==> src/design/rgos_pkg.sv <==
// ----------------------------------------------------------------------------
// rgos_pkg
// Shared types, constants and saturating helpers for the radial GP stencil.
// ----------------------------------------------------------------------------
package rgos_pkg;

	localparam int QW         = 48;                  // Q24.24 port width
	localparam int HW         = 47;                  // unsigned register width
	localparam int FRAC       = 24;                  // fraction bits
	localparam int IW         = 62;                  // intermediate width
	localparam int MH         = IW / 2;              // multiplier half width
	localparam int QB         = 2 * FRAC + 1;        // reciprocal quotient bits
	localparam int MAX_POINTS = 1024;
	localparam int IDX_W      = $clog2(MAX_POINTS);
	localparam int PIDX_W     = 10;                  // point_index port width
	localparam int CFG_IW     = 3;

	typedef logic signed [IW-1:0] iq_t;
	typedef logic signed [QW-1:0] q_t;

	localparam iq_t IMAX = {1'b0, {(IW-1){1'b1}}};
	localparam iq_t IMIN = {1'b1, {(IW-1){1'b0}}};
	localparam q_t  QMAX = {1'b0, {(QW-1){1'b1}}};
	localparam q_t  QMIN = {1'b1, {(QW-1){1'b0}}};

	typedef struct packed {
		iq_t  v;
		logic clip;
	} iq_res_t;

	typedef struct packed {
		logic busy;
		logic done;
		logic clip;
	} mul_rsp_t;

	typedef struct packed {
		logic busy;
		logic done;
	} div_rsp_t;

	typedef enum logic [CFG_IW-1:0] {
		REG_STEP    = 3'd0,
		REG_LEFT    = 3'd1,
		REG_KINV    = 3'd2,
		REG_COUPLE  = 3'd3,
		REG_MU      = 3'd4
	} cfg_reg_t;

	typedef enum logic [3:0] {
		ST_IDLE,
		ST_OFF,
		ST_RAD,
		ST_HR,
		ST_DIV,
		ST_RR,
		ST_CTR,
		ST_PRV,
		ST_NXT,
		ST_CC,
		ST_CCC,
		ST_CPL,
		ST_MU,
		ST_OUT
	} state_t;

	// a + b or a - b, clipped to the intermediate range
	function automatic iq_res_t q_add(iq_t a, iq_t b, logic sub);
		logic signed [IW:0] ea;
		logic signed [IW:0] eb;
		logic signed [IW:0] s;
		iq_res_t r;
		ea = {a[IW-1], a};
		eb = {b[IW-1], b};
		s  = sub ? ea - eb : ea + eb;
		r.clip = s[IW] != s[IW-1];
		r.v    = r.clip ? (s[IW] ? IMIN : IMAX) : s[IW-1:0];
		return r;
	endfunction

	// halving, rounds toward minus infinity
	function automatic iq_t q_half(iq_t a);
		return a >>> 1;
	endfunction

	function automatic iq_t ext_s(q_t a);
		return {{(IW-QW){a[QW-1]}}, a};
	endfunction

	function automatic iq_t ext_u(logic [HW-1:0] a);
		return {{(IW-HW){1'b0}}, a};
	endfunction

endpackage

==> src/design/rgos_mul.sv <==
// ----------------------------------------------------------------------------
// rgos_mul
// Shared Q24.24 multiplier: four half-width partial products, floor
// rounding and saturation to the intermediate range.
// ----------------------------------------------------------------------------
module rgos_mul import rgos_pkg::*; (
	input  logic     clk,
	input  logic     arst_n,
	input  logic     start,
	input  iq_t      a,
	input  iq_t      b,
	output iq_t      res,
	output mul_rsp_t rsp
);

	logic [IW-1:0]   ma_q, mb_q;
	logic            neg_q;
	logic [2*IW-1:0] acc_q;
	logic [2*MH-1:0] pp_s1;
	logic [1:0]      sh_s1;
	logic [2:0]      cnt_q;
	logic            busy_q, done_q, clip_q;
	iq_t             res_q;

	logic [IW-1:0]   ua, ub;
	logic [MH-1:0]   opa, opb;
	logic [1:0]      sh;
	logic [2*IW-1:0] ppx;
	logic [63:0]     qv;
	logic [64:0]     qn;
	logic            hi_ovf, rnd;
	iq_t             fin_v;
	logic            fin_c;

	assign ua = a[IW-1] ? (~a + 1'b1) : a;
	assign ub = b[IW-1] ? (~b + 1'b1) : b;

	always_comb begin
		unique case (cnt_q[1:0])
			2'd0: begin opa = ma_q[MH-1:0];  opb = mb_q[MH-1:0];  sh = 2'd0; end
			2'd1: begin opa = ma_q[MH-1:0];  opb = mb_q[IW-1:MH]; sh = 2'd1; end
			2'd2: begin opa = ma_q[IW-1:MH]; opb = mb_q[MH-1:0];  sh = 2'd1; end
			default: begin opa = ma_q[IW-1:MH]; opb = mb_q[IW-1:MH]; sh = 2'd2; end
		endcase
	end

	always_comb begin
		unique case (sh_s1)
			2'd0:    ppx = (2*IW)'(pp_s1);
			2'd1:    ppx = (2*IW)'(pp_s1) << MH;
			default: ppx = (2*IW)'(pp_s1) << (2 * MH);
		endcase
	end

	// final rounding and clipping
	always_comb begin
		hi_ovf = |acc_q[2*IW-1:FRAC+64];
		qv     = acc_q[FRAC+63:FRAC];
		rnd    = neg_q && (|acc_q[FRAC-1:0]);
		qn     = {1'b0, qv} + 65'(rnd);
		fin_c  = 1'b0;
		fin_v  = IMAX;
		if (neg_q) begin
			if (hi_ovf || qn > (65'(1) << (IW - 1))) begin
				fin_c = 1'b1;
				fin_v = IMIN;
			end else begin
				fin_v = ~qn[IW-1:0] + 1'b1;
			end
		end else begin
			if (hi_ovf || qv > 64'(IMAX)) begin
				fin_c = 1'b1;
				fin_v = IMAX;
			end else begin
				fin_v = qv[IW-1:0];
			end
		end
	end

	always_ff @(posedge clk or negedge arst_n) begin
		if (!arst_n) begin
			busy_q <= 1'b0;
			done_q <= 1'b0;
			cnt_q  <= '0;
		end else begin
			done_q <= 1'b0;
			if (start) begin
				busy_q <= 1'b1;
				cnt_q  <= '0;
			end else if (busy_q) begin
				cnt_q <= cnt_q + 1'b1;
				if (cnt_q == 3'd5) begin
					busy_q <= 1'b0;
					done_q <= 1'b1;
				end
			end
		end
	end

	always_ff @(posedge clk) begin
		if (start) begin
			ma_q  <= ua;
			mb_q  <= ub;
			neg_q <= a[IW-1] != b[IW-1];
			acc_q <= '0;
		end else if (busy_q) begin
			if (cnt_q < 3'd4) begin
				pp_s1 <= opa * opb;
				sh_s1 <= sh;
			end
			if (cnt_q >= 3'd1 && cnt_q <= 3'd4)
				acc_q <= acc_q + ppx;
			if (cnt_q == 3'd5) begin
				res_q  <= fin_v;
				clip_q <= fin_c;
			end
		end
	end

	assign res      = res_q;
	assign rsp.busy = busy_q;
	assign rsp.done = done_q;
	assign rsp.clip = clip_q;

endmodule

==> config.mk <==
export PLATFORM = sky130hd
export DESIGN_NAME = rgos_mul
export DESIGN_NICKNAME = d
export VERILOG_FILES = /design/src/design/rgos_pkg.sv /design/src/design/rgos_mul.sv
export SDC_FILE = /design/constraint.sdc
export NUM_CORES = 2
export LEC_CHECK = 0
export BUFFER_PORTS_ARGS = -buffer_cell sky130_fd_sc_hd__clkbuf_2
export CAP_MARGIN = 10
export CORE_MARGIN = 8
export CORE_UTILIZATION = 30
export DETAILED_ROUTE_END_ITERATION = 10
export SLEW_MARGIN = 20
export SYNTH_ARGS = -nofsm -noshare
export SYNTH_HDL_FRONTEND = slang
export SYNTH_SLANG_ARGS = --single-unit
==> constraint.sdc <==
create_clock -name clk -period 18.3 [get_ports clk]
set_input_delay 0.915 -clock clk [delete_from_list [all_inputs] [get_ports clk]]
set_output_delay 0.915 -clock clk [all_outputs]
set_load 0.1 [all_outputs]
Word-level counts from Yosys, hierarchy flattened
Index checks and enable logic that the tools add are counted.
W data, S select, Z words.
Cells by class
  multiply operators: 1
  add/subtract/negate cells: 6
  $lt $le $gt $ge: 5
  bitwise logic cells: 4
  multiplexer cells: 20
  equality and inequality tests: 5
  reduce and logical (&&, ||, !) cells: 15
Operators with widths (count)
  $pmux W124 S2: 1
  $add A62 B1 Y62 const B: 3
  $mux W62: 3
  $not A62 Y62: 3
  $add A124 B124 Y124: 1
  $mux W61: 2
  $add A64 B1 Y65: 1
  $gt A65 B62 Y1 const B: 1
  $gt A64 B61 Y1 const B: 1
  $mul A31 B31 Y62: 1
  $mux W31: 2
  $reduce_or A36 Y1: 1
  $reduce_or A24 Y1: 1
  $mux W1: 9
  $mux W3: 2
  $reduce_and A3 Y1: 2
  $reduce_or A2 Y1: 3
  $eq A2 B1 Y1 const B: 2
  $logic_not A2 Y1: 2
  $pmux W2 S2: 1
  $add A3 B1 Y3 const B: 1
  $eq A3 B3 Y1 const B: 1
  $ge A3 B1 Y1 const B: 1
  $le A3 B3 Y1 const B: 1
  8 further kinds: 10
Word-level totals
  flip-flop bits (word level): 381
  bits of input ports: 127
  logic and storage cells: 69

Depth between registers and ports, before layout
  depth in word-level cells: 7
  mapped depth: 37

Worst setup path after synthesis
No wires, ideal clock.
  path kind: reg-to-reg
  start point: register cnt_q[0]
  end point: register pp_s1[53] (data pin)
  stages on the path, launching flop included: 35
  path buffers: 4
  path slack: 8.126 ns
  arrival time: 9.912 ns
  data required time: 18.037 ns
  cells stage by stage: dfrtp_1 inv_1 ha_1 clkbuf_1 nor2_1 clkbuf_1 buf_1 mux2i_1 clkbuf_1 nor2_1 fa_1 fa_1 fa_1 inv_1 fa_1 inv_1 fa_1 fa_1 fa_1 inv_1 fa_1 inv_1 ha_1 a21o_1 a21o_1 a221o_1 a211oi_1 o21ai_0 a21oi_1 o31ai_1 o41a_1 a21o_1 or4_1 a31oi_1 xnor2_1
Between the ends
  word-level cells in the longest chain between the ends: 4
  elaborated cells between the ends (all ways): 8
  classes of those cells: 1 x mul; 2 x eq/ne; 2 x mux; 3 x reduce/logical
Ends and longest elaborated chain
  start, declared: line rgos_mul.sv:21  | logic [2:0] cnt_q;
  start signal, assigned: line rgos_mul.sv:91  | cnt_q <= cnt_q + 1'b1;
  $eq A2 B1 Y1, or another cell as far along: line rgos_mul.sv:39  | unique case (cnt_q[1:0])
  $reduce_or A2 Y1 (no line)
  $mux W31: line rgos_mul.sv:39
  $mul A31 B31 Y62 *: line rgos_mul.sv:108  | pp_s1 <= opa * opb;
  end signal, assigned: line rgos_mul.sv:108
  end, declared: line rgos_mul.sv:19  | logic [2*MH-1:0] pp_s1;
Mark *: on every way between the ends. The rest lies on a longest branch, timed or not.
A chain may end at the register's enable or synchronous reset.

Worst setup path in the final report
Ends and elaborated chain as after synthesis.

==> metrics.cfg <==
[logic_synthesis]
yosys_warnings=0
ys_ff_latch=381
synth-edff-count=252
synthMuxAreaShare=0.0284
dominantRegCellSynth=edfxtp_1
synthArstFlopShare=0.0131
yosysTopAreaCell=fa_1
synthTopCellsByCount=913 x inv_1, 875 x nand2_1, 838 x fa_1, 746 x nor2_1, 387 x ha_1
synthTopCellsByArea=fa_1 29%, edfxtp_1 13%, ha_1 8.2%
synthesis.area_um2=58700
syn-num-nets=8163
avgSynthCellArea_um2=8.62
synth_compound_area_frac=0.119
yosysMostFrequentCell=inv_1
yosys.area_share.simple=0.174
syn_inst=6811
yosysSeqAreaShare=0.173
synth_top_area_frac=0.286
synth_top_family_by_area=adder cells
synthAdderAreaFrac=0.368
synthDistinctLibCells=82
synthXorXnorAreaFrac=0.0537

[timing]
fin_crit_sh=0.622
holdWs_ns=0.0493
hold_viol_final=0
drv_slew=0
slew_headroom=0.222
min_period_ns=11.39
clock.fmax_mhz=87.8
setup_tns_ns=0
setup_viol=0
clock-skew-final_ns=0.0572
worst_pin_slew_ns=1.14
rsz0062_at_grt=no

[critical_path]
worst-path-buf-inv=8
path_class=reg2reg
crit_path_end_kind=register
crit_family=adder cells
path_common_cell=fa_1
cp_max_fo=47
crit_arrival_ns=11.76
required_ns=18.67
cp_slowest_cell=mux2i_4
slowest_delay_ns=0.94
start_kind=register

[finish]
drive_gt1_frac=0.0731
area_growth_pct=8.78
finalNetCount=8099

[place]
gp_congestion=0.949
port_buffers=191
dp_hpwl_mm=155

[die]
die_y_um=458
dieArea_um2=210000
design.core.area_um2=195000
die_x_um=458
row_count=162
start_util=0.302
boundaryPins=192

[clocking]
cts_resized=0
tritoncts=done
cts_setup_buffers=0
numCtsBuffers=45
clock_latency_ns=0.68
cts.path.max_buffers=3
htree_levels=2
root_buffer=clkbuf_16
clock_sinks=381
postCtsHoldBufs=0
path_clk_slew_ns=0.06

[grt]
grt_pass1_wl_mm=302
grt_overflow=0
grt_usage=0.183
antenna_found_initial=3
grt_max_degree=95
grt_pass1_vias=49700

[routing]
drt_iter0_drc=4166
drc=0
wire_per_inst_um=21.0
drtAntennaViolNets=0
post_drt_via_cell_ratio=5.21
drt_wl_total_mm=198
drt_pre_antenna_iters=6
num_vias=49000

[run]
max-cap-violations=0

[outcome]
status=completed

[hold_path]
hp-class=in2async

==> cells in the final DEF, fill, tap and decap left out, types with 32 or more instances in the layout <==
master and instances:
edfxtp_1 252, nor3_1 84, nand2_1 875, a22o_1 32, xnor2_1 269, a21oi_1 315
nand2b_1 33, dfxtp_1 124, inv_1 913, o21bai_1 34, o31ai_1 54, clkbuf_2 189
o21ai_0 265, ha_1 387, a21o_1 125, mux2_2 63, fa_1 838, or3_1 34
nand3_1 86, mux2i_1 58, nor2_1 741, clkbuf_16 46, o211ai_1 35, a31oi_1 34
and2_1 92, mux2i_2 33, buf_4 80, nor4_1 57, and3_1 39, xor2_1 91
nand4_1 117
==> cells by family (layout without fill, tap and decap cells) <==
kind of cell	count (synthesis)	in the layout
AND/OR/NAND/NOR	2286	2286
buffers and inverters	1296	1267
adder cells (fa/ha/maj)	1225	1225
AO/OA/AOI/OAI	1104	1104
flip-flops	381	381
XOR/XNOR	360	360
multiplexers	159	159
other	0	1
==> metal layers <==
metal  vias to the layer above  GRT usage  wire length [um]
met5                         -          0                13
met4                         2     0.0696              9310
met3                       409     0.0434             18400
met2                      2241      0.286             85400
met1                     24100      0.245             84500
li1                      22300          -                 -
==> worst reg2reg max path, delay by kind of cell (launching register included) <==
kind | cells | cell delay, ns
XOR/XNOR | 1 | 0.09
buffers and inverters | 8 | 1.20
multiplexers | 1 | 0.98
flip-flops | 1 | 0.42
adder cells (fa/ha/maj) | 10 | 4.62
AO/OA/AOI/OAI | 8 | 2.25
AND/OR/NAND/NOR | 5 | 1.50
==> metrics by stage <==
stage	area, um2	cells	setup slack, ns	utilization
finish	63900	9407	6.91	0.328
global placement	62400	9324	7.02	0.320
floorplan	58700	6811	8.13	-
detailed placement	62400	9324	6.87	0.320
global route	63900	9406	6.28	0.328
CTS	63900	9406	6.89	0.328
==> registers in the layout (all words and copies together) (netlist names) <==
signal and cells:
busy_q 1, res 62, acc_q 124, sh_s1 2, cnt_q 3, neg_q 1
pp_s1 62, mb_q 62, done_q 1, ma_q 62, clip_q 1
==> worst paths after layout <==
check,from,end,slack (ns),cells after the start
worst max-delay path,cnt_q[0],pp_s1[53],6.91,33
worst min-delay path,arst_n,busy_q,0.05,1
worst max register to register,cnt_q[0],pp_s1[53],6.91,33
worst min register to register,acc_q[114],acc_q[114],0.48,2
max in group asynchronous,arst_n,cnt_q[0],18.11,1
min in group clk,acc_q[114],acc_q[114],0.48,2
==> layout make-up <==
| type | count | area, um2 |
|---|---|---|
| Timing Repair Buffer | 271 | 1570 |
| Sequential cell | 381 | 10200 |
| Antenna cell | 1 | 2.50 |
| Tap cell | 2624 | 3280 |
| Clock inverter | 28 | 325 |
| Fill cell | 20300 | 131000 |
| Clock buffer | 54 | 1200 |
| Multi-Input combinational cell | 5134 | 43900 |
| Inverter | 914 | 3430 |
Power is left out: the tool's default activity adds up to more than one toggle a clock period on the data nets, which glitch-free logic cannot reach.
