===== src/design/rgos_pkg.sv =====
// ----------------------------------------------------------------------------
// rgos_pkg
// Shared types, constants and saturating helpers for the radial GP stencil.
// ----------------------------------------------------------------------------
package rgos_pkg;

	localparam int QW         = 48;                  // Q24.24 port width
	localparam int HW         = 47;                  // unsigned register width
	localparam int FRAC       = 24;                  // fraction bits
	localparam int IW         = 62;                  // intermediate width
	localparam int MH         = IW / 2;              // multiplier half width
	localparam int QB         = 2 * FRAC + 1;        // reciprocal quotient bits
	localparam int MAX_POINTS = 1024;
	localparam int IDX_W      = $clog2(MAX_POINTS);
	localparam int PIDX_W     = 10;                  // point_index port width
	localparam int CFG_IW     = 3;

	typedef logic signed [IW-1:0] iq_t;
	typedef logic signed [QW-1:0] q_t;

	localparam iq_t IMAX = {1'b0, {(IW-1){1'b1}}};
	localparam iq_t IMIN = {1'b1, {(IW-1){1'b0}}};
	localparam q_t  QMAX = {1'b0, {(QW-1){1'b1}}};
	localparam q_t  QMIN = {1'b1, {(QW-1){1'b0}}};

	typedef struct packed {
		iq_t  v;
		logic clip;
	} iq_res_t;

	typedef struct packed {
		logic busy;
		logic done;
		logic clip;
	} mul_rsp_t;

	typedef struct packed {
		logic busy;
		logic done;
	} div_rsp_t;

	typedef enum logic [CFG_IW-1:0] {
		REG_STEP    = 3'd0,
		REG_LEFT    = 3'd1,
		REG_KINV    = 3'd2,
		REG_COUPLE  = 3'd3,
		REG_MU      = 3'd4
	} cfg_reg_t;

	typedef enum logic [3:0] {
		ST_IDLE,
		ST_OFF,
		ST_RAD,
		ST_HR,
		ST_DIV,
		ST_RR,
		ST_CTR,
		ST_PRV,
		ST_NXT,
		ST_CC,
		ST_CCC,
		ST_CPL,
		ST_MU,
		ST_OUT
	} state_t;

	// a + b or a - b, clipped to the intermediate range
	function automatic iq_res_t q_add(iq_t a, iq_t b, logic sub);
		logic signed [IW:0] ea;
		logic signed [IW:0] eb;
		logic signed [IW:0] s;
		iq_res_t r;
		ea = {a[IW-1], a};
		eb = {b[IW-1], b};
		s  = sub ? ea - eb : ea + eb;
		r.clip = s[IW] != s[IW-1];
		r.v    = r.clip ? (s[IW] ? IMIN : IMAX) : s[IW-1:0];
		return r;
	endfunction

	// halving, rounds toward minus infinity
	function automatic iq_t q_half(iq_t a);
		return a >>> 1;
	endfunction

	function automatic iq_t ext_s(q_t a);
		return {{(IW-QW){a[QW-1]}}, a};
	endfunction

	function automatic iq_t ext_u(logic [HW-1:0] a);
		return {{(IW-HW){1'b0}}, a};
	endfunction

endpackage


===== src/design/rgos_div.sv =====
// ----------------------------------------------------------------------------
// rgos_div
// Restoring divider for D = 2^48 / h*r, one quotient bit per cycle,
// truncating toward zero.
// ----------------------------------------------------------------------------
module rgos_div import rgos_pkg::*; (
	input  logic     clk,
	input  logic     arst_n,
	input  logic     start,
	input  iq_t      den,
	output iq_t      res,
	output div_rsp_t rsp
);

	localparam int CW = $clog2(QB);

	logic [IW-1:0] den_q;
	logic [IW-1:0] rem_q;
	logic [QB-1:0] quo_q;
	logic          neg_q;
	logic [CW-1:0] cnt_q;
	logic          busy_q, done_q;

	logic [IW:0]   trial;
	logic          fits;
	iq_t           qx;

	assign trial = {rem_q, cnt_q == '0};
	assign fits  = trial >= {1'b0, den_q};
	assign qx    = iq_t'(quo_q);

	always_ff @(posedge clk or negedge arst_n) begin
		if (!arst_n) begin
			busy_q <= 1'b0;
			done_q <= 1'b0;
			cnt_q  <= '0;
		end else begin
			done_q <= 1'b0;
			if (start) begin
				busy_q <= 1'b1;
				cnt_q  <= '0;
			end else if (busy_q) begin
				cnt_q <= cnt_q + 1'b1;
				if (cnt_q == CW'(QB - 1)) begin
					busy_q <= 1'b0;
					done_q <= 1'b1;
				end
			end
		end
	end

	always_ff @(posedge clk) begin
		if (start) begin
			den_q <= den[IW-1] ? (~den + 1'b1) : den;
			neg_q <= den[IW-1];
			rem_q <= '0;
			quo_q <= '0;
		end else if (busy_q) begin
			rem_q <= fits ? IW'(trial - {1'b0, den_q}) : trial[IW-1:0];
			quo_q <= {quo_q[QB-2:0], fits};
		end
	end

	assign res      = neg_q ? -qx : qx;
	assign rsp.busy = busy_q;
	assign rsp.done = done_q;

endmodule


===== config.mk =====
export PLATFORM = sky130hd
export DESIGN_NAME = rgos_div
export DESIGN_NICKNAME = d
export VERILOG_FILES = /design/src/design/rgos_pkg.sv /design/src/design/rgos_div.sv
export SDC_FILE = /design/constraint.sdc
export NUM_CORES = 1
export LEC_CHECK = 0
export BUFFER_PORTS_ARGS = -buffer_cell sky130_fd_sc_hd__buf_2
export CAP_MARGIN = 20
export CORE_UTILIZATION = 55
export CTS_CLUSTER_SIZE = 40
export DETAILED_ROUTE_END_ITERATION = 8
export PLACE_DENSITY_LB_ADDON = 0.25
export SKIP_CTS_REPAIR_TIMING = 1
export SLEW_MARGIN = 5
export SYNTH_ARGS = -nofsm -noshare
export SYNTH_HDL_FRONTEND = slang
export SYNTH_SLANG_ARGS = --single-unit

===== constraint.sdc =====
create_clock -name clk -period 4.7 [get_ports clk]
set_input_delay 0.47 -clock clk [delete_from_list [all_inputs] [get_ports clk]]
set_output_delay 0.47 -clock clk [all_outputs]
set_load 0.005 [all_outputs]

* Word level (Yosys, flattened, before mapping)
Cells that the tools add are included.
** Word-level totals
- Bits in registers :: 182
- Bits of input ports :: 65
- Output and inout bits :: 64
- Logic and storage cells :: 28
** Operators by class
- $add $sub $neg :: 4
- Magnitude comparators :: 1
- Eq/ne operators :: 1
- Multiplexer cells :: 11
- Bitwise operators :: 1
- Reductions and logical operators :: 2
** Operators with widths (count)
- $mux 62 :: 2
- $ge 63x62->1 :: 1
- $add 62x1->62 const B :: 1
- $neg 49->62 :: 1
- $not 62->62 :: 1
- $sub 62x62->62 :: 1
- $mux 61 :: 1
- $mux 6 :: 2
- $add 6x1->6 const B :: 1
- $eq 6x6->1 const B :: 1
- $logic_not 6->1 :: 1
- $mux 1 :: 6
- $reduce_bool 2->1 :: 1

* Depth between registers and ports, before layout
Gate-level depths: netlist of the first run.
- Word-level depth :: 4
- Mapped depth :: 18
- Depth with buffers taken out :: 16

* Worst setup path before layout of the first run
OpenSTA, ideal clock, no wires.
- Path kind :: register -> output
- Start point :: reg quo_q[2]
- End point :: out res[45]
- Arrival :: 3850 ps
- Data required time :: 4230 ps
- Setup slack :: 380 ps
- Cell stages (with the launch flop) :: 12
- Path buffers :: 1
- Cell sequence :: dfxtp_1 -> or3_4 -> or4_4 -> or4_4 -> or3_4 -> or4_4 -> or2_4 -> or3_4 -> or4_4 -> buf_6 -> o31ai_4 -> xnor2_1
** On the way
- Cells in the longest elaborated chain, start to end :: 2
** Ends and longest elaborated chain
- start: declaration :: line rgos_div.sv:19 : logic [QB-1:0] quo_q;
- start signal: assignment :: line rgos_div.sv:60 : quo_q <= {quo_q[QB-2:0], fits};
- $neg 49->62 :: line rgos_div.sv:64 : assign res = neg_q ? -qx : qx;
- $mux 62 :: line rgos_div.sv:64
- end: declaration :: line rgos_div.sv:11 : output iq_t res,
No other way between the ends.

* Worst setup path in the final report of the first run
- Start point :: reg quo_q[3]
- End point :: out res[43]
The elaborated chain is that of the path after synthesis.

==> out/qor.yml, run 1 <==
pwr:
  power_density_nw_per_um2: 251
  leakage_nw: 6.69
  p_total_mw: 3.68
  ir_drop_uv: 170
run:
  maxCapViolCount: 0
critical_path:
  cp.required_ps: 4230
  rr_endpoint: "rem_q[54]"
  reg2reg_from: "cnt_q[0]"
  rrSetupSlack_ps: 260
  endpoint_kind: "output pin"
  crit_type: "reg2out"
  cp_max_fo: 6
  cp-start-kind: "flop"
  worstPathArrival_ps: 4620
  reg2reg_depth: 16
synth:
  syn_area_per_cell_um2: 8.48
  synth-seq-cells: 182
  ys_dominant_reg_cell: "dfxtp_1"
  yosysWarnings: 0
  synth_area_um2: 13000
  synth.area.top_cells: "dfxtp_1, edfxtp_1, xnor2_1, ha_1, mux2i_1"
  syn_nets: 1671
  synth_top_area_cell: "dfxtp_1"
  ys_top_cells_by_count: "nor2_1, xnor2_1, dfxtp_1"
  yosys.cell_count.top_type: "nor2_1"
  synth_top_area_share_pct: 17.0
  synthArstFlopShare_pct: 4.40
  synth_edf_count: 63
  yosysSeqAreaShare_pct: 33.1
  synth_cells: 1539
  synth_cell_types: 73
global_routing:
  antenna_found_initial: 2
  grt_max_degree: 107
  grt_usage_pct: 25.4
  grt_pass1_wl_um: 50300
  grt_pass1_vias: 10400
  grt-ovfl-total: 0
detailed_routing:
  vias_per_cell: 5.89
  drt-initial-drc-count: 787
  ant_nets: 0
  routedWlPerCell_um: 15.8
  drc_errors: 0
  routed_wirelength_um: 30800
  dr.pass1.iters: 5
  vias: 11500
clock_tree:
  clk_path_buf_depth: 2
  root_buffer: "clkbuf_16"
  clk_pin_slew_worst_paths_ps: 70
  clock_latency_ps: 440
  cts_sinks: 182
  cts_htree_levels: 4
  cts_tree: "done"
  cts_made_buffers: 17
sta:
  final_hold_viol_count: 0
  fin_crit_ps: 5090
  finalSetupViolCount: 22
  drv_slew: 0
  finClkSkew_ps: 13.4
  grt_setup_unrepaired: "true"
  tightest_slew_ps: 1010
  finalWorstSetupSlack_ps: -392
  slew-limit-headroom_pct: 32.4
  fmax_mhz: 196
  period_share_pct: 108
floorplan:
  die_h_um: 156
  core-area_um2: 22900
  die_x_um: 156
  initial_core_util_pct: 56.9
  dieArea_um2: 24300
  std_cell_rows: 55
  ios: 129
place:
  hpwl_um: 22500
  place_congestion: 0.933
  portBuffers: 128
  place_area_um2: 13900
layout:
  drive_gt1_share_pct: 14.0
  nets: 1755
  stdcell_area_um2: 14700
  areaGrowthSynthToFinish_pct: 12.4
worst_hold_path:
  hold_depth: 1
  min_to: "den_q[0]"
  hp-class: "in2reg"
  hold_start: "den[0]"
outcome:
  outcome: "complete, but fails checks"
  violations: "negative setup slack"
-- routing by layer --
metal / global-route usage (%) / vias to the layer above / wire, um / share of wire, %
met5: 0 / - / 0 / 0
met4: 9.94 / 0 / 758 / 2.5
met3: 3.03 / 53 / 1270 / 4.1
met2: 42.3 / 327 / 14800 / 48
met1: 33.6 / 5368 / 14000 / 46
li1: - / 5744 / - / -
-- logic make-up (layout without fill, tap and decap cells) --
| family | Yosys count | in the layout | synth area share [%] |
|---|---|---|---|
| xor+xnor | 166 | 166 | 11.1 |
| simple gates | 444 | 444 | 16.6 |
| compound gates | 425 | 425 | 21.6 |
| other cells | 0 | 3 | 0 |
| buf+inv | 180 | 277 | 5.39 |
| mux | 75 | 75 | 5.76 |
| fa+ha+maj | 67 | 67 | 6.48 |
| flops | 182 | 182 | 33.1 |
-- cell usage in the layout, fill, tap and decap left out, drive strengths merged, types with 5 or more instances in the layout --
| cell type | count |
|---|---|
| a21o | 31 |
| nor3 | 18 |
| nor3b | 5 |
| a21oi | 104 |
| o41ai | 13 |
| and3 | 13 |
| nand2b | 15 |
| xor2 | 28 |
| a211oi | 59 |
| nand4 | 24 |
| clkinv | 6 |
| nor2b | 8 |
| nor4 | 8 |
| nand3 | 14 |
| and2 | 5 |
| clkbuf | 19 |
| a31oi | 15 |
| o211ai | 7 |
| nand2 | 92 |
| or2 | 5 |
| dfrtp | 8 |
| mux2i | 74 |
| o21ai | 90 |
| inv | 95 |
| edfxtp | 63 |
| nor2 | 176 |
| o31ai | 41 |
| ha | 66 |
| or3 | 33 |
| buf | 155 |
| or4 | 20 |
| o31a | 14 |
| xnor2 | 138 |
| o21bai | 13 |
| dfxtp | 111 |
| a22oi | 7 |
-- power by group --
group          total (mW)  internal, mW  switching (mW)  leakage [nW]
sequential           1.73          1.70          0.0257          1.62
clock                1.43         0.739           0.693         0.289
combinational       0.520         0.201           0.318          4.79
total                3.68          2.64            1.04          6.69
-- layout make-up --
type	count	area, um2
multi-input cells	1177	8100
clock inverters	13	134
inverters	89	334
well taps	313	392
diodes	3	7.51
flip-flops and latches	182	4320
clock buffers	19	455
repair buffers	156	926
fillers	1969	8250
-- critical path, cell delays in order, from the launching register on --
cell     delay [ps]
dfxtp_4         360
or3_4           370
or4_4           440
or4_4           430
or3_4           360
or4_4           440
or2_4           260
or3_4           340
or4_4           580
o41ai_2         290
xnor2_1         170
buf_2           140
-- sequential cells by signal (all words and copies together) (netlist names) --
name,count
quo_q,49
done_q,1
rem_q,62
cnt_q,6
busy_q,1
den_q,62
neg_q,1
-- worst max path at each step --
stage	startpoint	end	slack, ps	cells after the start
6_report	quo_q[3]	res[43]	-390	11
2_1_floorplan	quo_q[2]	res[45]	380	11
3_5_place_dp	quo_q[3]	res[43]	80	11
5_1_grt	quo_q[3]	res[43]	-480	11
4_1_cts	quo_q[3]	res[43]	-390	11
3_3_place_gp	quo_q[3]	res[43]	160	11
-- metrics by stage --
step | hold WS (ps) | setup TNS [ps] | cells | setup slack, ps | utilization (%)
final | 277 | -5370 | 1952 | -392 | 64.0
after global routing | 275 | -7310 | 1951 | -481 | 64.0
after CTS | -139 | -6430 | 1937 | -390 | 63.1
after detailed placement | 323 | 0 | 1905 | 82.3 | 60.5
after global placement | 323 | 0 | 1905 | 163 | 60.5
after floorplan | 174 | 0 | 1539 | 380 | -
Note: power is estimated with default switching activity, not from simulation.
==> run 2: changes to the inputs <==
--- a/config.mk
+++ b/config.mk
@@ -5,6 +5,7 @@
 export SDC_FILE = /design/constraint.sdc
 export NUM_CORES = 1
 export LEC_CHECK = 0
+export ABC_AREA = 1
 export BUFFER_PORTS_ARGS = -buffer_cell sky130_fd_sc_hd__buf_2
 export CAP_MARGIN = 20
 export CORE_UTILIZATION = 55
==> run 2 against run 1 <==
Net effect: the run now ends clean; clock skew rose by 1.5 ps; global-route usage rose by 10 points; worst hold slack worse by 42 ps; power is 120% higher; setup slack improved by 1500 ps; via count up 41%; sequential power grew 28%; cell area grew 15%; largest power group is now combinational cells.
==> out/qor.yml, run 2 <==
sta:
  drv_slew: 0
  fin_crit_ps: 3550
  fin_tns_setup_ps: 0
  final_hold_viol_count: 0
  grt_setup_unrepaired: "false"
  finalWorstSetupSlack_ps: 1150
  period_share_pct: 75.6
  tightest_slew_ps: 985
  finClkSkew_ps: 14.9
  slew-limit-headroom_pct: 34.3
  fmax_mhz: 281
  finalSetupViolCount: 0
synth:
  synth_top_area_share_pct: 16.9
  synth.area.top_cells: "nand2_1, dfxtp_1, edfxtp_1, inv_1, nor2_1"
  syn_nets: 2607
  ys_dominant_reg_cell: "dfxtp_1"
  synthArstFlopShare_pct: 4.40
  synth-seq-cells: 182
  yosysWarnings: 0
  yosysSeqAreaShare_pct: 28.0
  synth_cells: 2475
  synth_top_area_cell: "nand2_1"
  synth_area_um2: 15400
  synth_edf_count: 63
  yosys.cell_count.top_type: "nand2_1"
  syn_area_per_cell_um2: 6.22
  ys_top_cells_by_count: "nand2_1, inv_1, nor2_1"
  synth_cell_types: 53
floorplan:
  core-area_um2: 27200
  ios: 129
  die_x_um: 169
  dieArea_um2: 28700
  std_cell_rows: 60
  die_h_um: 169
  initial_core_util_pct: 56.6
layout:
  fill_cells: 2680
  fin_util_pct: 62.2
  nets: 2712
  final_cell_mix: "nand2_1, inv_1, nor2_1"
  drive_gt1_share_pct: 9.76
  multi_input_area_um2: 9070
  antenna_cells: 0
  seqCellArea_um2: 4310
  largestRegisters: "den_q: 62 flops, rem_q: 62 flops, quo_q: 49 flops"
  areaGrowthSynthToFinish_pct: 9.84
  stdcell_count: 2965
  layout_commonest_cell: "nand2_1"
critical_path:
  worstSetupEndpoint: "res[44]"
  cp_max_fo: 5
  rr_endpoint: "rem_q[6]"
  path_cells: "inv_1 -> ha_1 -> nand3_1 -> nor2_2 -> nand3_2 -> nor2_1 -> nand2_1 -> o41ai_1 -> nand3_1 -> nand2_1 -> buf_2"
  worstPathArrival_ps: 3080
  critPathMaxStageDelay_ps: 650
  path_buf_inv: 2
  crit_cells: 11
  rrSetupSlack_ps: 1170
  crit_path_top_delay_cell: "o41ai_1"
  endpoint_kind: "output pin"
  cp-start-kind: "flop"
  reg2reg_depth: 21
  startpoint: "quo_q[0]"
  reg2reg_from: "cnt_q[0]"
  path_delay_family: "simple AND/OR/NAND/NOR gates"
  crit_type: "reg2out"
  cp.required_ps: 4230
clock_tree:
  clk_pin_slew_worst_paths_ps: 70
  clk_path_buf_depth: 2
  cts_tree: "done"
  clock_latency_ps: 450
  cts_sinks: 182
  cts_made_buffers: 17
  root_buffer: "clkbuf_16"
  cts_htree_levels: 4
pwr:
  ir_drop_uv: 287
  p_int_mw: 4.19
  power_frac_seq_pct: 26.8
  p_sw_share_pct: 49.1
  p_sw_mw: 4.04
  power_density_nw_per_um2: 486
  p_comb_share_pct: 55.4
  leakage_nw: 8.84
  clockPowerShare_pct: 17.8
outcome:
  outcome: "finished clean"
place:
  dp_cells: 2932
  hpwl_um: 40800
  post-place-ws_ps: 1280
  portBuffers: 128
  place_congestion: 1.08
detailed_routing:
  dr.pass1.iters: 5
  vias_per_cell: 5.47
  vias: 16200
  drt-initial-drc-count: 1691
  routedWlPerCell_um: 17.0
  drc_errors: 0
  ant_nets: 0
  routed_wirelength_um: 50400
global_routing:
  grt_max_degree: 64
  grt_usage_pct: 35.6
  grt_pass1_wl_um: 78700
  grt_pass1_vias: 15000
  grt-ovfl-total: 0
  antenna_found_initial: 0
worst_hold_path:
  hp-class: "in2reg"
run:
  maxCapViolCount: 0
run 2: changes by cell type in the layout (fill, tap and decap cells not counted), moves of 34 or more:
cell / change
xor2_1: +77
nand2_1: +602
inv_1: +355
nor2_1: +92
o22ai_1: +44
mux2i_1: -74
a211oi_1: -58
o31ai_1: -34
xnor2_1: -118
nand3_1: +124
run 2: worst min path at each step:
stage | from | end | slack [ps] | cells after the start
final | den[0] | den_q[0] | 230 | 1
after global routing | den[0] | den_q[0] | 230 | 1
after CTS | arst_n | cnt_q[4] | -150 | 1
after detailed placement | arst_n | done_q | 320 | 1
after global placement | arst_n | cnt_q[4] | 320 | 1
after floorplan | arst_n | busy_q | 170 | 0
run 2: stage by stage:
step,hold slack [ps],cell area (um2),total power [mW]
CTS,-153,16900,8.11
finish,235,16900,8.22
global placement,318,16300,6.58
global route,233,16900,8.82
detailed placement,319,16300,6.63
floorplan,174,15400,5.33
run 2: layout make-up:
cell class                 count  share of cell area (%)
multi-input combinational   1776                    53.7
sequential                   182                    25.5
inverter                     464                    10.3
timing repair buffer         139                    4.31
tap                          372                    2.75
clock buffer                  17                    2.52
clock inverter                15                   0.932
run 2: cells by family (layout without fill, tap and decap cells):
kind of cell / Yosys count / after routing / share of synthesized area [%]
and+or+nand+nor: 1283 / 1283 / 35.5
buffers and inverters: 517 / 635 / 13.1
AOI/OAI and AO/OA: 302 / 302 / 10.8
DFF: 182 / 182 / 28.0
xor gates and xnor gates: 124 / 124 / 7.06
adders and majority gates: 67 / 67 / 5.49
run 2: per-layer routing:
layer / part of all wire (%) / track usage [%] / routed length, um
met4: 3.4 / 13.3 / 1690
met3: 9.5 / 8.21 / 4780
met1: 45 / 49.9 / 22900
met5: 0 / 0 / 0
met2: 42 / 53.1 / 21000
run 2: power by group through the flow:
| stage | sequential (mW) | clock, mW | combinational (mW) |
|---|---|---|---|
| after CTS | 2.19 | 1.48 | 4.44 |
| after global routing | 2.23 | 1.53 | 5.07 |
| after global placement | 2.22 | 0 | 4.36 |
| after detailed placement | 2.22 | 0 | 4.42 |
| final | 2.21 | 1.46 | 4.56 |
| after floorplan | 2.09 | 0 | 3.24 |
run 2: worst reg2reg max path: cells and delay by family, from the launching register on:
family	cells	cell delay (ps)
AO/OA/AOI/OAI	2	300
adder cells (fa/ha/maj)	2	430
buffers and inverters	3	560
flip-flops	1	410
AND/OR/NAND/NOR	14	1730
